==> src/rtl/kse_pkg.sv <==
// Shared constants and types for the key sort engine.
package kse_pkg;

  localparam int unsigned DEF_CAPACITY  = 64;
  localparam int unsigned DEF_KEY_WIDTH = 32;
  localparam int unsigned KEY_PORT_W    = 32;

  typedef enum logic [3:0] {
    ST_LOAD   = 4'b0001,
    ST_DRAIN  = 4'b0010,
    ST_ROTATE = 4'b0100,
    ST_EMIT   = 4'b1000
  } state_e;

  // per-cycle command broadcast to every cell
  typedef struct packed {
    logic shift;   // move contents one cell toward the head
    logic rotate;  // shift, with the head word wrapping to the tail
  } cell_ctrl_t;

endpackage

==> src/rtl/kse_cell.sv <==
// One cell of the systolic sort chain: holds one key and a pass-down register.
module kse_cell #(
  parameter int unsigned KeyWidth = kse_pkg::DEF_KEY_WIDTH
) (
  input  logic                clk_i,
  input  logic                rst_ni,
  input  kse_pkg::cell_ctrl_t ctrl_i,
  input  logic                pass_valid_i,
  input  logic [KeyWidth-1:0] pass_key_i,
  input  logic                right_valid_i,
  input  logic [KeyWidth-1:0] right_key_i,
  input  logic [KeyWidth-1:0] head_key_i,
  output logic                valid_o,
  output logic [KeyWidth-1:0] key_o,
  output logic                pass_valid_o,
  output logic [KeyWidth-1:0] pass_key_o
);
  import kse_pkg::*;

  logic                valid_q, valid_d;
  logic [KeyWidth-1:0] key_q, key_d;
  logic                pv_q, pv_d;
  logic [KeyWidth-1:0] pk_q, pk_d;

  // chain is kept in unsigned order; signed order is a rotation of it
  always_comb begin
    valid_d = valid_q;
    key_d   = key_q;
    pv_d    = 1'b0;
    pk_d    = pk_q;
    if (ctrl_i.rotate) begin
      if (valid_q) begin
        key_d = right_valid_i ? right_key_i : head_key_i;
      end
    end else if (ctrl_i.shift) begin
      valid_d = right_valid_i;
      key_d   = right_key_i;
    end else if (pass_valid_i) begin
      if (!valid_q) begin
        valid_d = 1'b1;
        key_d   = pass_key_i;
      end else if (pass_key_i < key_q) begin
        key_d = pass_key_i;
        pv_d  = 1'b1;
        pk_d  = key_q;
      end else begin
        pv_d = 1'b1;
        pk_d = pass_key_i;
      end
    end
  end

  always_ff @(posedge clk_i or negedge rst_ni) begin
    if (!rst_ni) begin
      valid_q <= 1'b0;
      pv_q    <= 1'b0;
    end else begin
      valid_q <= valid_d;
      pv_q    <= pv_d;
    end
  end

  always_ff @(posedge clk_i) begin
    key_q <= key_d;
    pk_q  <= pk_d;
  end

  assign valid_o      = valid_q;
  assign key_o        = key_q;
  assign pass_valid_o = pv_q;
  assign pass_key_o   = pk_q;

endmodule
==> config.mk <==
export PLATFORM = sky130hd
export DESIGN_NAME = kse_cell
export DESIGN_NICKNAME = d
export VERILOG_FILES = /design/src/rtl/kse_pkg.sv /design/src/rtl/kse_cell.sv
export SDC_FILE = /design/constraint.sdc
export NUM_CORES = 1
export LEC_CHECK = 0
export BUFFER_PORTS_ARGS = -buffer_cell sky130_fd_sc_hd__clkbuf_2
export CAP_MARGIN = 20
export CORE_ASPECT_RATIO = 0.9
export CORE_MARGIN = 2
export CORE_UTILIZATION = 35
export CTS_BUF_LIST = sky130_fd_sc_hd__clkbuf_8 sky130_fd_sc_hd__clkbuf_16
export DETAILED_ROUTE_END_ITERATION = 10
export PLACE_DENSITY = 0.7
export SLEW_MARGIN = 20
export SYNTH_ARGS = -nofsm -noshare
export SYNTH_HDL_FRONTEND = slang
export SYNTH_SLANG_ARGS = --single-unit
==> constraint.sdc <==
create_clock -name clk_i -period 3.68 [get_ports clk_i]
set_clock_uncertainty 0.2 [all_clocks]
set_input_delay 0.184 -clock clk_i [delete_from_list [all_inputs] [get_ports clk_i]]
set_output_delay 0.184 -clock clk_i [all_outputs]
set_load 0.01 [all_outputs]
# --- Yosys cells after proc, flatten, opt, wreduce, memory -nomap -nowiden ---
# Index checks and enable logic that the tools add are counted.
totals:
  regBits: 66
  wordCells: 28
  inputBits: 102
  output_inout_bits: 66
op_classes:
  n_bitwise: 2
  n_reduce_logical: 5
  eq_ne: 2
  n_lt_le_gt_ge: 1
  mux: 14
ops:
  columns: ["op", "n"]
  rows:
  - ["32-bit 2-to-1 mux", 8]
  - ["32-bit < comparator", 1]
  - ["1-bit 2-to-1 mux", 6]
  - ["4-bit by 3-bit != test with 1-bit output, second input constant", 1]
  - ["4-bit AND reduction", 1]
  - ["3-bit AND reduction", 1]
  - ["3-bit nonzero test", 1]
  - ["2-bit by 1-bit != test with 1-bit output, second input constant", 1]
  - ["1-bit inverter", 2]
  - ["2-bit AND reduction", 1]
  - ["2-bit nonzero test", 1]

# --- Logic depth before layout (Yosys ltp) ---
depth:
  word_depth: 6
  depth_mapped: 9
  ltp_nobuf: 8

# --- Worst setup path after synthesis ---
# No wires, ideal clock.
synth_path:
  path_kind: "reg-to-reg"
  startpoint: "register key_q[2] (netlist: key_o[2])"
  endpoint: "register key_q[0] (netlist: key_o[0]) (enable)"
  setup_ns: 0.391
  arrival_ns: 2.979
  n_path_buf: 1
  path_stages_with_launch: 10
  path_slack_ns: 0.110
  period_less_slack_ns: 3.570
  required_time_ns: 3.089
  path_cell_list: "edfxtp_1 inv_1 ha_1 a211o_1 a31oi_1 o311a_1 o41ai_2 a2111oi_4 buf_6 o21a_1"
synth_between:
  elab_chain_len: 3
synth_lines:
  columns: ["element", "line", "source"]
  rows:
  - ["start: declaration", "kse_cell.sv:21", "logic [KeyWidth-1:0] key_q, key_d;"]
  - ["start signal: assignment", "kse_cell.sv:64", "key_q <= key_d;"]
  - ["32-bit < comparator", "kse_cell.sv:42", "end else if (pass_key_i < key_q) begin"]
  - ["4-bit by 3-bit != test with 1-bit output (no line)", null, null]
  - ["3-bit AND reduction (no line)", null, null]
# No other way between the ends.
# A chain may end at the register's enable or synchronous reset.

# --- Worst setup path after layout ---
layout_path:
  startpoint: "register key_q[2] (netlist: key_o[2])"
  endpoint: "register pk_q[31] (netlist: pass_key_o[31]), data pin"
layout_between:
  elab_chain_len: 2
layout_lines:
  columns: ["element", "line", "source"]
  rows:
  - ["32-bit < comparator", "kse_cell.sv:42", null]
  - ["32-bit 2-to-1 mux", "kse_cell.sv:42", null]
  - ["end signal: assignment", "kse_cell.sv:65", "pk_q <= pk_d;"]
  - ["end: declaration", "kse_cell.sv:23", "logic [KeyWidth-1:0] pk_q, pk_d;"]
# No other way between the ends.

==> results.toml <==
[synthesis]
syn-num-nets = 499
synth_cells = 366
synthMostInstantiatedCell = "edfxtp_1"
synth_seq_area_share_pct = 45.7
synth.area.top_cells = "edfxtp_1 45%, mux2_4 10%, ha_1 9.0%"
synth_flop_cell = "edfxtp_1"
synth.top_cell.area_share_pct = 44.5
ys.warnings.count = 0
synth-seq-cells = 66
yosys.area.top_type = "edfxtp_1"
synthArstFlopShare_pct = 3.03
syn_area_sq_um = 4320
avgSynthCellArea_sq_um = 11.8
synth_common_cells = "64 x edfxtp_1, 45 x a21oi_1"
synth.distinct_cells = 33
synth_edf_count = 64

[setup_path]
path_class = "flip-flop to flip-flop"
max_stage_delay_ns = 0.57
endpoint = "pass_key_o[31]"
startpoint = "key_o[2]"
crit_required_ns = 3.55
path_buf_inv = 2
arrival_ns = 3.15
worst-path-stages = 9
reg2reg_depth = 9
endpoint_kind = "flip-flop"
cpLargestDelayFamily = "compound AO/OA/AOI/OAI gates"
worst-path-max-fanout = 32
r2r_end = "pass_key_o[31]"
crit_path_top_delay_cell = "buf_4"
r2r_slack_ns = 0.40
timing.rr.start = "key_o[2]"
cp-start-kind = "flip-flop"
path_cells = "inv_1 > ha_1 > a211o_1 > a31oi_1 > o311a_1 > o41ai_2 > a2111oi_4 > buf_4 > mux2_2"

[floorplanning]
core.rowCount = 38
die_x_um = 121
die_y_um = 109
start_util_pct = 35.9
fp.dieArea_sq_um = 13200
io-pin-count = 168
core_area_sq_um = 12000

[sta]
hold_viol = 0
finalSetupViolCount = 0
tns_ns = 0
min_period_ns = 3.28
maxSlewHeadroom_pct = 40.7
max_freq_mhz = 305
slew_violations = 0
post-route-period-util_pct = 89.0
worstMarginPinSlew_ns = 0.890
rsz0062_at_grt = "false"

[drt]
wl_per_cell_um = 16.4
drtPass1Iterations = 4
drt_wl_total_um = 11600
routed-via-count = 3513
ant_nets = 0
drt_iter0_markers = 173
drc = 0
via_per_inst = 4.98

[finish]
final_util_pct = 47.5
drive_gt1_share_pct = 40.8
syn2layout_area_growth_pct = 32.3
n_antenna_cell = 0
nets = 674
multi_input_area_sq_um = 2120
n_fill_cell = 1121
regArea_sq_um = 1970

[place]
globalplace.congestion = 0.737
dp.final_hpwl_um = 8420
port_buffers = 167

[grt]
grt_pass1_vias = 3637
antenna_found_initial = 0
grt_overflow = 0
track_usage_pct = 17.7
grt_pass1_wl_um = 18100
grt_start_max_net_pins = 67

[flow_run]
cap_violations = 0

[clocking]
clkLatencyLatePin_ns = 0.33
cts_tree = "built"
cts_buffers = 9
htreeDepth = 3
clock_path_buffers = 2
cts_setup_buffers = 0
cts-root-buf = "clkbuf_16"
clk_pin_slew_ns = 0.06
cts_sinks = 66

[power_and_ir_drop]
irDropWorstVdd_uv = 220
power.leakage_nw = 2.70
p_per_area_nw_per_um2 = 424
power_mw = 2.42

[hold_path]
min_path_type = "primary input to flip-flop"

[run_status]
run_status = "finished clean"
## registers in the layout, summed over array words and instances, names as in the netlist
| name | flops |
|---|---|
| pass_key_o | 32 |
| pass_valid_o | 1 |
| valid_o | 1 |
| key_o | 32 |
## cells in the final DEF, fill, tap and decap left out, drive strengths merged
cell	synthesis	final
nand4	6	6
a2111oi	2	2
mux2	32	32
o311a	1	1
o21ai	3	3
nor3	1	1
buf	5	4
nor2	5	5
mux2i	32	32
a221o	1	1
nor2b	32	32
o21bai	1	1
clkinv	0	4
dfrtp	2	2
a211o	1	1
o41ai	1	1
a21oi	45	45
ha	31	31
nand2b	1	1
a211oi	32	32
clkinvlp	0	1
nand3	4	4
a22oi	1	1
a31oi	1	1
nand2	6	6
clkbuf	17	176
edfxtp	64	64
nor4	1	1
a21o	3	3
inv	32	34
o21a	1	1
and3	2	2
dlygate4sd3	0	15
## cell type report
class | count | area share, %
multi-input cells | 246 | 37.2
flip-flops and latches | 66 | 34.5
repair buffers | 186 | 17.8
clock buffers | 9 | 3.94
well taps | 160 | 3.51
inverters | 32 | 2.10
clock inverters | 7 | 0.920
## kinds of logic after synthesis
family          Yosys count  share of synthesized area [%]
compound gates           93                           14.2
simple gates             58                           7.62
flops                    66                           45.7
mux                      64                           18.3
fa+ha+maj                31                           8.99
buf+inv                  54                           5.22
## metrics by stage
stage / instances / hold slack (ns) / area, sq um / setup WS (ns)
after floorplan: 366 / -0.312 / 4320 / 0.110
after global placement: 675 / -0.225 / 5280 / 0.498
after detailed placement: 675 / -0.226 / 5280 / 0.378
after CTS: 706 / 0.000436 / 5710 / 0.380
after global routing: 706 / 0.0103 / 5710 / 0.240
final: 706 / 0.00926 / 5710 / 0.403
## worst register-to-register path, cell delays in order, from the launching register on
cell	delay, ns
edfxtp_1	0.41
inv_1	0.08
ha_1	0.23
a211o_1	0.29
a31oi_1	0.15
o311a_1	0.20
o41ai_2	0.10
a2111oi_4	0.38
buf_4	0.57
mux2_2	0.43
## where the power goes
| part | internal, mW | leakage [nW] | switching (mW) | total, mW |
|---|---|---|---|---|
| logic | 0.319 | 1.93 | 0.320 | 0.639 |
| registers | 0.929 | 0.635 | 0.0467 | 0.976 |
| clock network | 0.461 | 0.136 | 0.343 | 0.804 |
| total | 1.71 | 2.70 | 0.710 | 2.42 |
## how the worst min path moves through the flow
| stage | start | to | depth (start not counted) |
|---|---|---|---|
| finish | pass_key_i[28] | pass_key_o[28] | 2 |
| global route | pass_key_i[21] | pass_key_o[21] | 2 |
| CTS | pass_key_i[28] | pass_key_o[28] | 2 |
| detailed placement | rst_ni | valid_o | 1 |
| global placement | rst_ni | pass_valid_o | 1 |
| floorplan | rst_ni | pass_valid_o | 0 |
## timing repair
item                                   4_1_cts  5_1_grt
hold buffers                                15        0
endpoints found under the hold margin       15        0
gates resized for setup                      0        0
## metal layers
layer / routed length [um] / global-route usage (%)
met2: 5570 / 29.6
met1: 5170 / 22.6
met5: 0 / 0
met3: 605 / 3.27
met4: 232 / 7.97
Note: power is estimated with default switching activity, not from simulation.
